**src/design/dtd_pkg.sv**
```systemverilog
package dtd_pkg;

    // field widths
    localparam int SAMPLE_BITS   = 12;
    localparam int TIME_BITS     = 32;
    localparam int CFG_DATA_BITS = (TIME_BITS > SAMPLE_BITS) ? TIME_BITS : SAMPLE_BITS;
    localparam int CFG_INDEX_BITS = 1;

    // configuration register indexes
    localparam logic [CFG_INDEX_BITS-1:0] CFG_THRESHOLD_CODE = 1'd0;
    localparam logic [CFG_INDEX_BITS-1:0] CFG_TIMEOUT_MS     = 1'd1;

    // configuration reset values
    localparam logic [SAMPLE_BITS-1:0] THRESHOLD_RESET = SAMPLE_BITS'(1218);
    localparam logic [TIME_BITS-1:0]   TIMEOUT_RESET   = TIME_BITS'(20000);

    typedef enum logic [1:0] {
        CMD_NONE   = 2'd0,
        CMD_START  = 2'd1,
        CMD_STREAM = 2'd2,
        CMD_STOP   = 2'd3
    } cmd_t;

    typedef enum logic [1:0] {
        ACK_NONE    = 2'd0,
        ACK_MEASURE = 2'd1,
        ACK_STREAM  = 2'd2,
        ACK_STOPPED = 2'd3
    } ack_t;

    typedef enum logic [1:0] {
        EV_NONE    = 2'd0,
        EV_ARRIVED = 2'd1,
        EV_GONE    = 2'd2,
        EV_TIMEOUT = 2'd3
    } event_t;

    typedef enum logic [1:0] {
        MODE_IDLE    = 2'd0,
        MODE_MEASURE = 2'd1,
        MODE_STREAM  = 2'd2
    } mode_t;

    typedef enum logic [1:0] {
        LED_OFF   = 2'd0,
        LED_RED   = 2'd1,
        LED_GREEN = 2'd2
    } led_t;

    typedef struct packed {
        logic [1:0]             command;
        logic [SAMPLE_BITS-1:0] sample;
        logic [TIME_BITS-1:0]   now_ms;
    } item_t;

    typedef struct packed {
        logic                   laser_on;
        logic [1:0]             led_color;
        logic [1:0]             command_ack;
        logic [1:0]             signal_event;
        logic                   stream_valid;
        logic [SAMPLE_BITS-1:0] stream_sample;
    } result_t;

    // detector state carried between items
    typedef struct packed {
        mode_t                mode;
        logic                 below_flag;
        logic [TIME_BITS-1:0] start_time;
        led_t                 led;
    } dtd_state_t;

endpackage

```
**src/design/dtd_core.sv**
```systemverilog
module dtd_core
(
    input  dtd_pkg::item_t              item,
    input  dtd_pkg::dtd_state_t         state,
    input  logic [dtd_pkg::SAMPLE_BITS-1:0] threshold_code,
    input  logic [dtd_pkg::TIME_BITS-1:0]   timeout_ms,
    output dtd_pkg::dtd_state_t         state_next,
    output dtd_pkg::result_t            result
);

    dtd_pkg::dtd_state_t          st;
    dtd_pkg::ack_t                ack;
    dtd_pkg::event_t              ev;
    logic                         echo;
    logic                         below;
    logic [dtd_pkg::TIME_BITS-1:0] elapsed;

    assign below = item.sample < threshold_code;

    always_comb
    begin
        st      = state;
        ack     = dtd_pkg::ACK_NONE;
        ev      = dtd_pkg::EV_NONE;
        echo    = 1'b0;
        elapsed = '0;

        // command first
        case (dtd_pkg::cmd_t'(item.command))
            dtd_pkg::CMD_START:
            begin
                if (st.mode != dtd_pkg::MODE_MEASURE)
                begin
                    st.start_time = item.now_ms;
                    st.mode       = dtd_pkg::MODE_MEASURE;
                    st.below_flag = 1'b0;
                    st.led        = dtd_pkg::LED_RED;
                    ack           = dtd_pkg::ACK_MEASURE;
                end
            end
            dtd_pkg::CMD_STREAM:
            begin
                if (st.mode != dtd_pkg::MODE_STREAM)
                begin
                    st.mode = dtd_pkg::MODE_STREAM;
                    st.led  = dtd_pkg::LED_RED;
                    ack     = dtd_pkg::ACK_STREAM;
                end
            end
            dtd_pkg::CMD_STOP:
            begin
                st.mode = dtd_pkg::MODE_IDLE;
                st.led  = dtd_pkg::LED_OFF;
                ack     = dtd_pkg::ACK_STOPPED;
            end
            default:
            begin
            end
        endcase

        // then the sample, in the resulting mode
        elapsed = item.now_ms - st.start_time;
        if (st.mode == dtd_pkg::MODE_MEASURE && elapsed > timeout_ms)
        begin
            st.mode = dtd_pkg::MODE_IDLE;
            st.led  = dtd_pkg::LED_OFF;
            ev      = dtd_pkg::EV_TIMEOUT;
        end
        else if (st.mode == dtd_pkg::MODE_MEASURE || st.mode == dtd_pkg::MODE_STREAM)
        begin
            echo = (st.mode == dtd_pkg::MODE_STREAM);
            if (!st.below_flag && below)
            begin
                st.below_flag = 1'b1;
                st.led        = dtd_pkg::LED_GREEN;
                ev            = dtd_pkg::EV_ARRIVED;
            end
            else if (st.below_flag && !below)
            begin
                st.below_flag = 1'b0;
                st.led        = dtd_pkg::LED_RED;
                ev            = dtd_pkg::EV_GONE;
            end
        end
    end

    assign state_next = st;

    assign result.laser_on      = (st.mode == dtd_pkg::MODE_MEASURE)
                                  || (st.mode == dtd_pkg::MODE_STREAM);
    assign result.led_color     = st.led;
    assign result.command_ack   = ack;
    assign result.signal_event  = ev;
    assign result.stream_valid  = echo;
    assign result.stream_sample = echo ? item.sample : '0;

endmodule

```
**src/design/droplet_threshold_detector_unit.sv**
```systemverilog
// channel   | handshake                  | payload
// ----------+----------------------------+--------------------------------
// item      | item_valid / item_ready    | item_data (command, sample, time)
// result    | result_valid / result_ready| result_data (laser, led, ack, event, echo)
// config    | cfg_write                  | cfg_index, cfg_data
//
// one transaction per cycle sustained while result_ready holds; an item reaches the result
// through the input register, then decision logic into the result register
// the detector state register is updated in the same cycle as the result register
// asynchronous active-low reset: mode idle, flag clear, led off, config to defaults
// a stalled result holds the pipe; the input register still takes an item while empty
module droplet_threshold_detector_unit
(
    input  logic                               clk,
    input  logic                               rst_n,

    input  logic                               item_valid,
    output logic                               item_ready,
    input  dtd_pkg::item_t                     item_data,

    output logic                               result_valid,
    input  logic                               result_ready,
    output dtd_pkg::result_t                   result_data,

    input  logic                               cfg_write,
    input  logic [dtd_pkg::CFG_INDEX_BITS-1:0] cfg_index,
    input  logic [dtd_pkg::CFG_DATA_BITS-1:0]  cfg_data
);

    // configuration registers
    logic [dtd_pkg::SAMPLE_BITS-1:0] threshold_reg;
    logic [dtd_pkg::TIME_BITS-1:0]   timeout_reg;

    // input stage
    logic                            in_valid_reg;
    dtd_pkg::item_t                  in_data_reg;

    // detector state and result stage
    dtd_pkg::dtd_state_t             state_reg;
    dtd_pkg::dtd_state_t             state_next;
    dtd_pkg::result_t                result_next;
    logic                            out_valid_reg;
    dtd_pkg::result_t                out_data_reg;

    logic                            advance;

    // the input stage moves on when the result register is free or being emptied
    assign advance    = !out_valid_reg || result_ready;
    assign item_ready = !in_valid_reg || advance;

    always_ff @(posedge clk or negedge rst_n)
    begin
        if (!rst_n)
        begin
            threshold_reg <= dtd_pkg::THRESHOLD_RESET;
            timeout_reg   <= dtd_pkg::TIMEOUT_RESET;
        end
        else if (cfg_write)
        begin
            case (cfg_index)
                dtd_pkg::CFG_THRESHOLD_CODE: threshold_reg <= cfg_data[dtd_pkg::SAMPLE_BITS-1:0];
                dtd_pkg::CFG_TIMEOUT_MS:     timeout_reg   <= cfg_data[dtd_pkg::TIME_BITS-1:0];
                default:
                begin
                end
            endcase
        end
    end

    // input register
    always_ff @(posedge clk or negedge rst_n)
    begin
        if (!rst_n)
        begin
            in_valid_reg <= 1'b0;
        end
        else if (item_ready)
        begin
            in_valid_reg <= item_valid;
        end
    end

    always_ff @(posedge clk)
    begin
        if (item_valid && item_ready)
        begin
            in_data_reg <= item_data;
        end
    end

    // command and sample decision
    dtd_core u_core
    (
        .item           (in_data_reg),
        .state          (state_reg),
        .threshold_code (threshold_reg),
        .timeout_ms     (timeout_reg),
        .state_next     (state_next),
        .result         (result_next)
    );

    // state and result commit together when an item leaves the input stage
    always_ff @(posedge clk or negedge rst_n)
    begin
        if (!rst_n)
        begin
            state_reg.mode       <= dtd_pkg::MODE_IDLE;
            state_reg.below_flag <= 1'b0;
            state_reg.start_time <= '0;
            state_reg.led        <= dtd_pkg::LED_OFF;
            out_valid_reg        <= 1'b0;
        end
        else if (advance)
        begin
            out_valid_reg <= in_valid_reg;
            if (in_valid_reg)
            begin
                state_reg <= state_next;
            end
        end
    end

    always_ff @(posedge clk)
    begin
        if (advance && in_valid_reg)
        begin
            out_data_reg <= result_next;
        end
    end

    assign result_valid = out_valid_reg;
    assign result_data  = out_data_reg;

    // the held result always reflects the current mode
    a_laser_matches_mode: assert property (@(posedge clk) disable iff (!rst_n)
        out_valid_reg |-> (out_data_reg.laser_on == (state_reg.mode != dtd_pkg::MODE_IDLE)))
        else $error("laser_on disagrees with mode");

    // a timeout leaves the laser and led off
    a_timeout_idle: assert property (@(posedge clk) disable iff (!rst_n)
        (out_valid_reg && out_data_reg.signal_event == dtd_pkg::EV_TIMEOUT)
        |-> (!out_data_reg.laser_on && out_data_reg.led_color == dtd_pkg::LED_OFF))
        else $error("timeout without going idle");

    // echo only while the laser is on
    a_echo_active: assert property (@(posedge clk) disable iff (!rst_n)
        (out_valid_reg && out_data_reg.stream_valid) |-> out_data_reg.laser_on)
        else $error("stream echo while idle");

    // a stalled result freezes the detector state
    a_stall_holds_state: assert property (@(posedge clk) disable iff (!rst_n)
        (out_valid_reg && !result_ready) |=> $stable(state_reg))
        else $error("state changed during a stall");

endmodule
```
**config.mk**
```make
export PLATFORM = sky130hd
export DESIGN_NAME = droplet_threshold_detector_unit
export DESIGN_NICKNAME = d
export VERILOG_FILES = /design/src/design/dtd_pkg.sv /design/src/design/dtd_core.sv /design/src/design/droplet_threshold_detector_unit.sv
export SDC_FILE = /design/constraint.sdc
export NUM_CORES = 1
export LEC_CHECK = 0
export BUFFER_PORTS_ARGS = -buffer_cell sky130_fd_sc_hd__buf_2
export CAP_MARGIN = 15
export CORE_MARGIN = 10
export CORE_UTILIZATION = 40
export DETAILED_ROUTE_END_ITERATION = 10
export PLACE_DENSITY_LB_ADDON = 0.1
export SLEW_MARGIN = 5
export SYNTH_ARGS = -nofsm -noshare
export SYNTH_HDL_FRONTEND = slang
export SYNTH_SLANG_ARGS = --single-unit
```
**constraint.sdc**
```tcl
create_clock -name clk -period 8.55 [get_ports clk]
set_input_delay 0 -clock clk [delete_from_list [all_inputs] [get_ports clk]]
set_output_delay 0 -clock clk [all_outputs]
set_load 0.02 [all_outputs]
```
==> results of run 1 <==
[synthesized netlist by cell type (all sizes together) (6+ instances only)]
cell / number
dfrtp: 74
ha: 71
edfxtp: 66
mux2: 61
inv: 58
nand2: 53
a21oi: 43
a21o: 42
o21ai: 42
nor2: 25
mux2i: 24
and2: 20
xnor2: 18
nand4: 15
nand2b: 14
xor2: 14
nor3: 13
clkbuf: 12
buf: 10
nand3: 10
dfstp: 9
nor2b: 8
a211oi: 6
o31ai: 6
[through the flow]
stage	hold WS, ns	area (um2)	setup slack, ns	utilization, %
after floorplan	-0.296	8580	2.64	-
after global placement	0.176	9400	2.30	44.6
after detailed placement	0.178	9400	2.06	44.6
after CTS	0.0385	10800	2.01	51.2
after global routing	0.0689	10800	1.46	51.3
final	0.0477	10800	1.95	51.3
[routing by layer]
layer	part of all wire, %	wire length [um]	global-route usage [%]	vias up
li1	-	-	-	3170
met1	46	9690	19.2	3108
met2	49	10200	26.0	131
met3	4.2	879	4.26	24
met4	1.3	266	3.93	0
met5	0	0	0	-
[layout make-up]
cell class,count,area [um2]
clock buffers,17,425
inverters,58,218
clock inverters,15,149
well taps,275,344
flip-flops and latches,149,4070
fillers,1895,10300
repair buffers,192,1410
multi-input cells,538,4210
[critical path: stages (launching register included)]
cell                        delay (ns)
sky130_fd_sc_hd__edfxtp_1         0.49
sky130_fd_sc_hd__or2b_2           0.41
sky130_fd_sc_hd__nor2_2           0.69
sky130_fd_sc_hd__buf_4            0.43
sky130_fd_sc_hd__mux2i_1          0.22
sky130_fd_sc_hd__ha_1             0.35
sky130_fd_sc_hd__nand2_1          0.11
sky130_fd_sc_hd__o21bai_1         0.08
sky130_fd_sc_hd__a221o_1          0.35
sky130_fd_sc_hd__a31oi_1          0.23
sky130_fd_sc_hd__o31ai_1          0.09
sky130_fd_sc_hd__a31oi_1          0.26
sky130_fd_sc_hd__o21ai_1          0.14
sky130_fd_sc_hd__a2111oi_0        0.47
sky130_fd_sc_hd__nor3_1           0.13
sky130_fd_sc_hd__ha_1             0.32
sky130_fd_sc_hd__nand4_1          0.14
sky130_fd_sc_hd__nor4_1           0.44
sky130_fd_sc_hd__o21ai_0          0.16
sky130_fd_sc_hd__a21oi_1          0.54
sky130_fd_sc_hd__a311oi_1         0.12
sky130_fd_sc_hd__mux2_2           0.29
[path summary, 6_finish.rpt]
path	to	slack [ns]	startpoint
hold reg to reg	result_valid	0.50	in_valid_reg
setup / recovery	state_reg[1]	1.95	in_data_reg[45]
hold / removal	threshold_reg[1]	0.05	cfg_index
setup reg to reg	state_reg[1]	1.95	in_data_reg[45]
max in group asynchronous	threshold_reg[6]	7.79	rst_n
min in group asynchronous	timeout_reg[28]	0.08	rst_n
[power groups by stage]
stage | combinational (mW) | clock (mW) | sequential (mW)
final | 1.22 | 0.742 | 0.957
after global routing | 1.38 | 0.790 | 0.975
after CTS | 1.23 | 0.761 | 0.958
after detailed placement | 1.18 | 0 | 0.972
after global placement | 1.16 | 0 | 0.967
after floorplan | 0.883 | 0 | 0.964
[logic make-up (layout without fill, tap and decap cells)]
logic type	count (synthesis)	after routing	share of synthesized area (%)
AO/OA/AOI/OAI	174	174	13.7
XOR/XNOR	32	32	3.27
adder cells (fa/ha/maj)	73	73	10.6
buffers and inverters	80	282	3.57
flip-flops	149	149	47.4
multiplexers	85	85	10.8
AND/OR/NAND/NOR	174	174	10.6
[timing repair]
| action | CTS | global route |
|---|---|---|
| hold buffers | 82 | 0 |
| setup endpoints to repair | 0 | 0 |
| gates resized for setup | 0 | 0 |
| hold endpoints to repair | 166 | 0 |
==> results.txt, run 1 <==
The run finished with clean final reports. The half-perimeter wire length after detailed placement is 15.4 mm. The combined global-route utilization of all metal layers is 15.5%. The number of buffers created by CTS came out at 17. The width of the die came out at 166 um. The analysis attributes to net switching a power of 1.08 mW. The sequential share of the synthesized area came out at 47.4%.

From bottom edge to top edge, the die measures 166 um. Summing every instance area after synthesis gives 0.00858 mm2. The highest net fanout along the worst path is 16. The initial core utilization came out at 40.7%. The worst setup path is captured at a register. By area the synthesized netlist is led by sky130_fd_sc_hd__edfxtp_1 23%, sky130_fd_sc_hd__dfrtp_1 22%, sky130_fd_sc_hd__ha_1 10%. The worst setup path category is reg -> reg.

Global routing finished with a remaining overflow of 0. The placed instance count is 1129. The max-slew violation total from the final report came out at 0. The die footprint is 0.0277 mm2. During synthesis, Yosys emitted a total of 0 warnings. The total number of nets in the final design came out at 1111. Setup repair after global routing left no endpoint under its margin. The total power of the final layout is 2.92 mW. For the final routed database, the setup TNS stands at 0 ns.

The repair_antennas step left the layout with diodes totalling 0. The relative contribution of the clock network to total power came out at 25.4%. After the flow finishes, the layout carries non-filler instances totaling 1244.

The net count after synthesis is 922. The clock tree synthesis step divided the H-tree into 4 levels. The number of routed nets with antenna violations came out at 0. The count of max-cap constraint violations came out at 0.

The leakage power summed over all cells is 4.85 nW. The arrival time reported for the critical path endpoint is 6.92 ns. The number of rows created at floorplan came out at 53. The total of buffers placed on input and output ports came out at 105. The buffer count from post-CTS setup fixing is 0. Summed over its instances, the top area cell type makes up 23.1% of the synthesized netlist area. The synthesized instance count is 767. The switching power as a share of total power is 37.0%. For the pin with the worst max-slew slack, the measured transition is 0.917 ns. The top-level port count is 106.

The most common library cell in the layout ignoring fill and taps is sky130_fd_sc_hd__buf_2. TritonCTS built the clock tree. The pin count of the biggest net entering global routing came out at 84.

The relative slew slack came out at 38.8%. The number of cells on the worst reg-to-reg path is 21. Internal power comes to 1.84 mW.

The root buffer cell is sky130_fd_sc_hd__clkbuf_16. The length of the first detailed-routing pass in iterations came out at 5. The first global-routing pass estimated 35.3 mm of wire. The share of cells above drive strength 1 came out at 24.0%. The synthesized area per cell is 11.2 um2. The average wire length per cell after detail routing came out at 16.9 um.

The deepest clock path buffer count came out at 2. The first routing iteration left 268 violations. The via density per instance is 5.17. The core footprint came out at 0.0211 mm2. The kind of path behind the tightest hold check is in -> reg.

The worst-skew pair later-pin latency came out at 0.43 ns. The placer's final routability congestion estimate is 0.854. The shortest period the worst path allows is 6.60 ns.

The worst hold path was traced through 5 stages. The number of sinks handled by clock tree synthesis came out at 149. Of all cell types, the one taking the most synthesized area is sky130_fd_sc_hd__edfxtp_1. The number of global-route vias before repair came to 6910.

The total routed wirelength is 21.1 mm. After detailed routing, the number of remaining DRC violations is 0. The top cell types in the final layout, fill and taps aside, are 104 x sky130_fd_sc_hd__buf_2, 82 x sky130_fd_sc_hd__dlygate4sd3_1, 74 x sky130_fd_sc_hd__dfrtp_1. The number of flip-flops in the largest register is 46.

The worst vdd rail ir drop is 0.000127 V. Counting distinct cell types in the post-synthesis netlist gives 66. Of the total power, combinational logic draws 41.8%. The period utilization is 77.2%.

Clock skew on the completed layout was measured at 0.00557 ns. The share of flip-flops with an asynchronous set or reset after synthesis is 55.7%. Setup violations remaining at the end of the flow were counted as 0. The highest clock rate came out at 152 MHz. In this run, synthesis inferred 66 flip-flops with an integrated enable.

The total power per unit cell area came out at 270 mW/mm2. STA puts the critical path data required time at 8.87 ns. After synthesis the netlist holds a flip-flop and latch count of 149. The worst setup path is launched from a register. The routed via count is 6433. The clock-pin slew on the worst setup and hold paths came out at 0.07 ns. The final count of hold timing violations is 0. The sequential share of power is 32.8%. The synthesis-to-finish area growth is 26.1%.

The initial antenna violation count came out at 0. In the synthesized netlist the dominant register cell turns out to be sky130_fd_sc_hd__dfrtp_1.
(Power assumes the default switching activity.)
==> run 2: changes to the inputs <==
--- a/config.mk
+++ b/config.mk
@@ -5,6 +5,7 @@
 export SDC_FILE = /design/constraint.sdc
 export NUM_CORES = 1
 export LEC_CHECK = 0
+export ABC_AREA = 1
 export BUFFER_PORTS_ARGS = -buffer_cell sky130_fd_sc_hd__buf_2
 export CAP_MARGIN = 15
 export CORE_MARGIN = 10
==> constraint.sdc (replaced) <==
create_clock -name clk -period 6 [get_ports clk]
set_input_delay 0 -clock clk [delete_from_list [all_inputs] [get_ports clk]]
set_output_delay 0 -clock clk [all_outputs]
set_load 0.02 [all_outputs]
==> run 2 against run 1 <==
- setup slack lost 0.96 ns
- combinational power is 80% higher
- flip-flop and latch count unchanged
- fmax up 32%
- worst hold slack hardly changed
- utilization shrank 0.27 points
- clock power grew 51%
- sequential share of layout area decreased by 1.4 points
- power increased by 62%
- highest routed layer unchanged
==> results.txt, run 2 <==
For this run, the number of Yosys warnings is 0. The layout has 2142 filler cells. The final count of hold timing violations is 0. The register bit total from synthesis came out at 149.

The highest net fanout along the worst path came out at 53. The number of rows created at floorplan is 54. The total power per unit cell area is 419 mW/mm2. The clock-pin slew on the worst setup and hold paths is 0.07 ns. The number of global-route vias before repair came to 7379. The run finished with clean final reports. The half-perimeter wire length after detailed placement is 17.2 mm.

Clock latency on the worst-skew pair, taken at its later pin, is 0.43 ns. The leakage power summed over all cells came out at 5.66 nW. The placer's final routability congestion estimate is 0.890. The number of flip-flops in the largest register is 46. The utilization after layout is 51.1%.

The combinational cell fraction of total power is 46.5%. The setup violation total in the final timing report came out at 0. Entering global routing, the biggest net connects 65 pins. The post-cts repair resize count is 0.

In the synthesized netlist, the cells that appear most often are 271 x sky130_fd_sc_hd__nand2_1, 188 x sky130_fd_sc_hd__inv_1, 94 x sky130_fd_sc_hd__o21ai_0. The die footprint is 0.0290 mm2. The routed via count came out at 7377. Sorting the synthesized cells by area gives the leading types as sky130_fd_sc_hd__edfxtp_1 22%, sky130_fd_sc_hd__dfrtp_1 20%, sky130_fd_sc_hd__nand2_1 11%.

The synthesized instance count is 1101. In this run switching power makes up 42.2% of total power. The total inserted antenna cells came out at 0.

The total routed wirelength came out at 22.7 mm. At the worst endpoint, the required time is 6.19 ns. For this run, the top clock speed supported by timing is 200 MHz.

The summed instance area of the synthesized netlist is 0.00904 mm2. The number of enable flip-flop cells after synthesis came out at 66. The worst vdd rail ir drop is 0.000217 V. The deepest clock path buffer count is 2. The clock arrives with 0.0121 ns of skew. The critical path capture point type is a register.

The cell type with the highest aggregate area in the netlist is sky130_fd_sc_hd__edfxtp_1. For this run, the leading register cell type out of synthesis is sky130_fd_sc_hd__dfrtp_1. Of the post-synthesis cell area, the dominant cell type holds 21.9%.

In this run the register-to-register setup slack is 1.0 ns. The most common library cell in the layout ignoring fill and taps is sky130_fd_sc_hd__nand2_1. In the layout the commonest cells are 270 x sky130_fd_sc_hd__nand2_1, 187 x sky130_fd_sc_hd__inv_1, 104 x sky130_fd_sc_hd__buf_2. The max-slew violation total from the final report came out at 0. The initial core utilization is 41.1%. The shortest period the worst path allows came out at 5.00 ns. The number of buffers created by CTS is 17. The clock net in this run drives a total of 149 sinks.

The count of max-cap constraint violations is 0. The worst setup path is launched from a register. The period utilization is 83.4%. Across every metal layer, demand over resource in global routing totals 16.5%.

The sequential share of the synthesized area came out at 45.0%. The die is 170 um wide. The top-level port count is 106.

The setup path with the least slack is of type reg -> reg. The kind of path behind the tightest hold check is in -> async. The worst-margin pin slew is 1.03 ns. The total power of the final layout is 4.72 mW. Once layout is done, the placed cells without fillers occupy 0.0112 mm2. The count of cells along the worst register-to-register path is 23. The share of flip-flops with an asynchronous set or reset after synthesis is 55.7%.

The net count after synthesis came out at 1256. The cell area after placement came out at 0.00981 mm2. After detailed routing, the number of vias per cell comes to 4.67. The share of cells above drive strength 1 is 15.6%. The initial antenna violation count came out at 0. The average wire length per cell after detail routing is 14.4 um. The reg-to-reg critical path startpoint is in_data_reg[45]. The design internal power came out at 2.73 mW. The vertical die dimension is 170 um. The total grt overflow is 0.

In the final design database the tool counted 1440 nets. The synthesized area per cell is 8.21 um2. CTS placed an instance of sky130_fd_sc_hd__clkbuf_16 at the clock tree root. In this run the power spent charging and discharging nets is 1.99 mW. The TritonCTS clock tree is built.

The relative contribution of the clock network to total power is 23.8%. The final setup TNS is 0 ns. The synthesized netlist contains 43 unique library cells.

The synthesis-to-finish area growth came out at 24.4%. For this run, design rule violations remaining after detail routing come to 0. The length of the first detailed-routing pass in iterations came out at 5.

The sequential share of power is 29.7%. The first global-routing pass estimated 38.5 mm of wire. The core footprint came out at 0.0220 mm2. In this run the remaining antenna-violating nets after routing total 0. The relative slew slack is 31.0%. The number of H-tree branching levels is 4. Setup repair after global routing left no endpoint under its margin.

For this block, the initial DRC count from the detailed router was 338. The most frequent cell after synthesis is sky130_fd_sc_hd__nand2_1. The arrival time reported for the critical path endpoint is 5.19 ns. The reg-to-reg endpoint is result_data[19]. The total of buffers placed on input and output ports is 105.
## run 2: cell types whose count changed after synthesis, moves of 8 or more
| cell | before | now |
|---|---|---|
| sky130_fd_sc_hd__nand2b_1 | 13 | 0 |
| sky130_fd_sc_hd__a21oi_1 | 42 | 80 |
| sky130_fd_sc_hd__nand3_1 | 10 | 34 |
| sky130_fd_sc_hd__mux2i_1 | 24 | 0 |
| sky130_fd_sc_hd__nand2_1 | 53 | 271 |
| sky130_fd_sc_hd__xnor2_1 | 18 | 2 |
| sky130_fd_sc_hd__mux2_2 | 61 | 0 |
| sky130_fd_sc_hd__nor2_1 | 25 | 66 |
| sky130_fd_sc_hd__a21o_1 | 42 | 1 |
| sky130_fd_sc_hd__nand2_2 | 0 | 23 |
| sky130_fd_sc_hd__and2_1 | 20 | 0 |
| sky130_fd_sc_hd__inv_1 | 58 | 188 |
| sky130_fd_sc_hd__o21ai_0 | 36 | 94 |
| sky130_fd_sc_hd__nor2b_1 | 8 | 0 |
## run 2: worst max-delay path by stage
stage / start / end / slack [ns] / cells past startpoint
after floorplan: in_data_reg[45] / result_data[19] / 1.55 / 29
after global placement: in_data_reg[45] / result_data[19] / 1.06 / 23
after detailed placement: in_data_reg[45] / result_data[19] / 0.98 / 23
after CTS: in_data_reg[45] / result_data[19] / 0.97 / 23
after global routing: in_data_reg[45] / result_data[19] / 0.48 / 23
final: in_data_reg[45] / result_data[19] / 1.0 / 23
## run 2: area by class of cell
class / count / area [um2] / area share [%]
multi-input cells: 733 / 4120 / 36.6
flip-flops and latches: 149 / 4070 / 36.2
repair buffers: 189 / 1370 / 12.1
inverters: 195 / 734 / 6.53
clock buffers: 17 / 425 / 3.78
well taps: 280 / 350 / 3.11
clock inverters: 15 / 181 / 1.61
## run 2: per-layer routing
| layer | vias up | global-route usage, % | share of wire (%) |
|---|---|---|---|
| met5 | - | 0 | 0 |
| met4 | 0 | 3.32 | 0.75 |
| met3 | 15 | 3.40 | 4.6 |
| met2 | 139 | 24.7 | 42 |
| met1 | 3305 | 23.9 | 53 |
| li1 | 3918 | - | - |
## run 2: cell families after synthesis
| family | after synthesis | share of synthesized area, % |
|---|---|---|
| simple gates | 440 | 22.0 |
| buf+inv | 219 | 9.48 |
| compound gates | 205 | 12.0 |
| flops | 149 | 45.0 |
| fa+ha+maj | 71 | 9.82 |
| xor+xnor | 17 | 1.73 |
## run 2: power groups by stage
stage | logic, mW | clock network (mW) | registers, mW
after CTS | 2.21 | 1.15 | 1.40
after global placement | 2.15 | 0 | 1.41
after detailed placement | 2.15 | 0 | 1.42
after global routing | 2.55 | 1.19 | 1.42
final | 2.19 | 1.12 | 1.40
after floorplan | 1.56 | 0 | 1.43
## run 2: what timing repair did
action                                  4_1_cts  5_1_grt
hold buffers                                 83        0
endpoints found under the hold margin       122        0
endpoints found under the setup margin        0        0
buffers inserted                              0        0
## run 2: worst max-delay path, cell delays in order (launching register included)
cell and delay, ns:
sky130_fd_sc_hd__edfxtp_1 0.46, sky130_fd_sc_hd__nor2_4 0.15, sky130_fd_sc_hd__nand2_4 0.22, sky130_fd_sc_hd__inv_4 0.43
sky130_fd_sc_hd__o21ai_0 0.17, sky130_fd_sc_hd__ha_1 0.37, sky130_fd_sc_hd__a21oi_1 0.25, sky130_fd_sc_hd__o21ai_0 0.19
sky130_fd_sc_hd__a21boi_0 0.36, sky130_fd_sc_hd__nor2_1 0.07, sky130_fd_sc_hd__a211oi_1 0.25, sky130_fd_sc_hd__nand2_1 0.09
sky130_fd_sc_hd__nand2_1 0.06, sky130_fd_sc_hd__nand2_1 0.06, sky130_fd_sc_hd__ha_1 0.29, sky130_fd_sc_hd__nand2_1 0.07
sky130_fd_sc_hd__nor2_1 0.14, sky130_fd_sc_hd__nand4_1 0.13, sky130_fd_sc_hd__nor3_1 0.14, sky130_fd_sc_hd__nand2_1 0.13
sky130_fd_sc_hd__o21a_1 0.20, sky130_fd_sc_hd__nand2_1 0.20, sky130_fd_sc_hd__nand2_1 0.12, sky130_fd_sc_hd__xor2_1 0.17
## run 2: per-stage QoR
stage / hold WS [ns] / cells / worst slack (ns)
finish: 0.0478 / 1578 / 0.995
global route: 0.105 / 1578 / 0.476
CTS: 0.0533 / 1578 / 0.966
detailed placement: -0.0283 / 1463 / 0.983
global placement: -0.0298 / 1463 / 1.06
floorplan: -0.296 / 1101 / 1.55
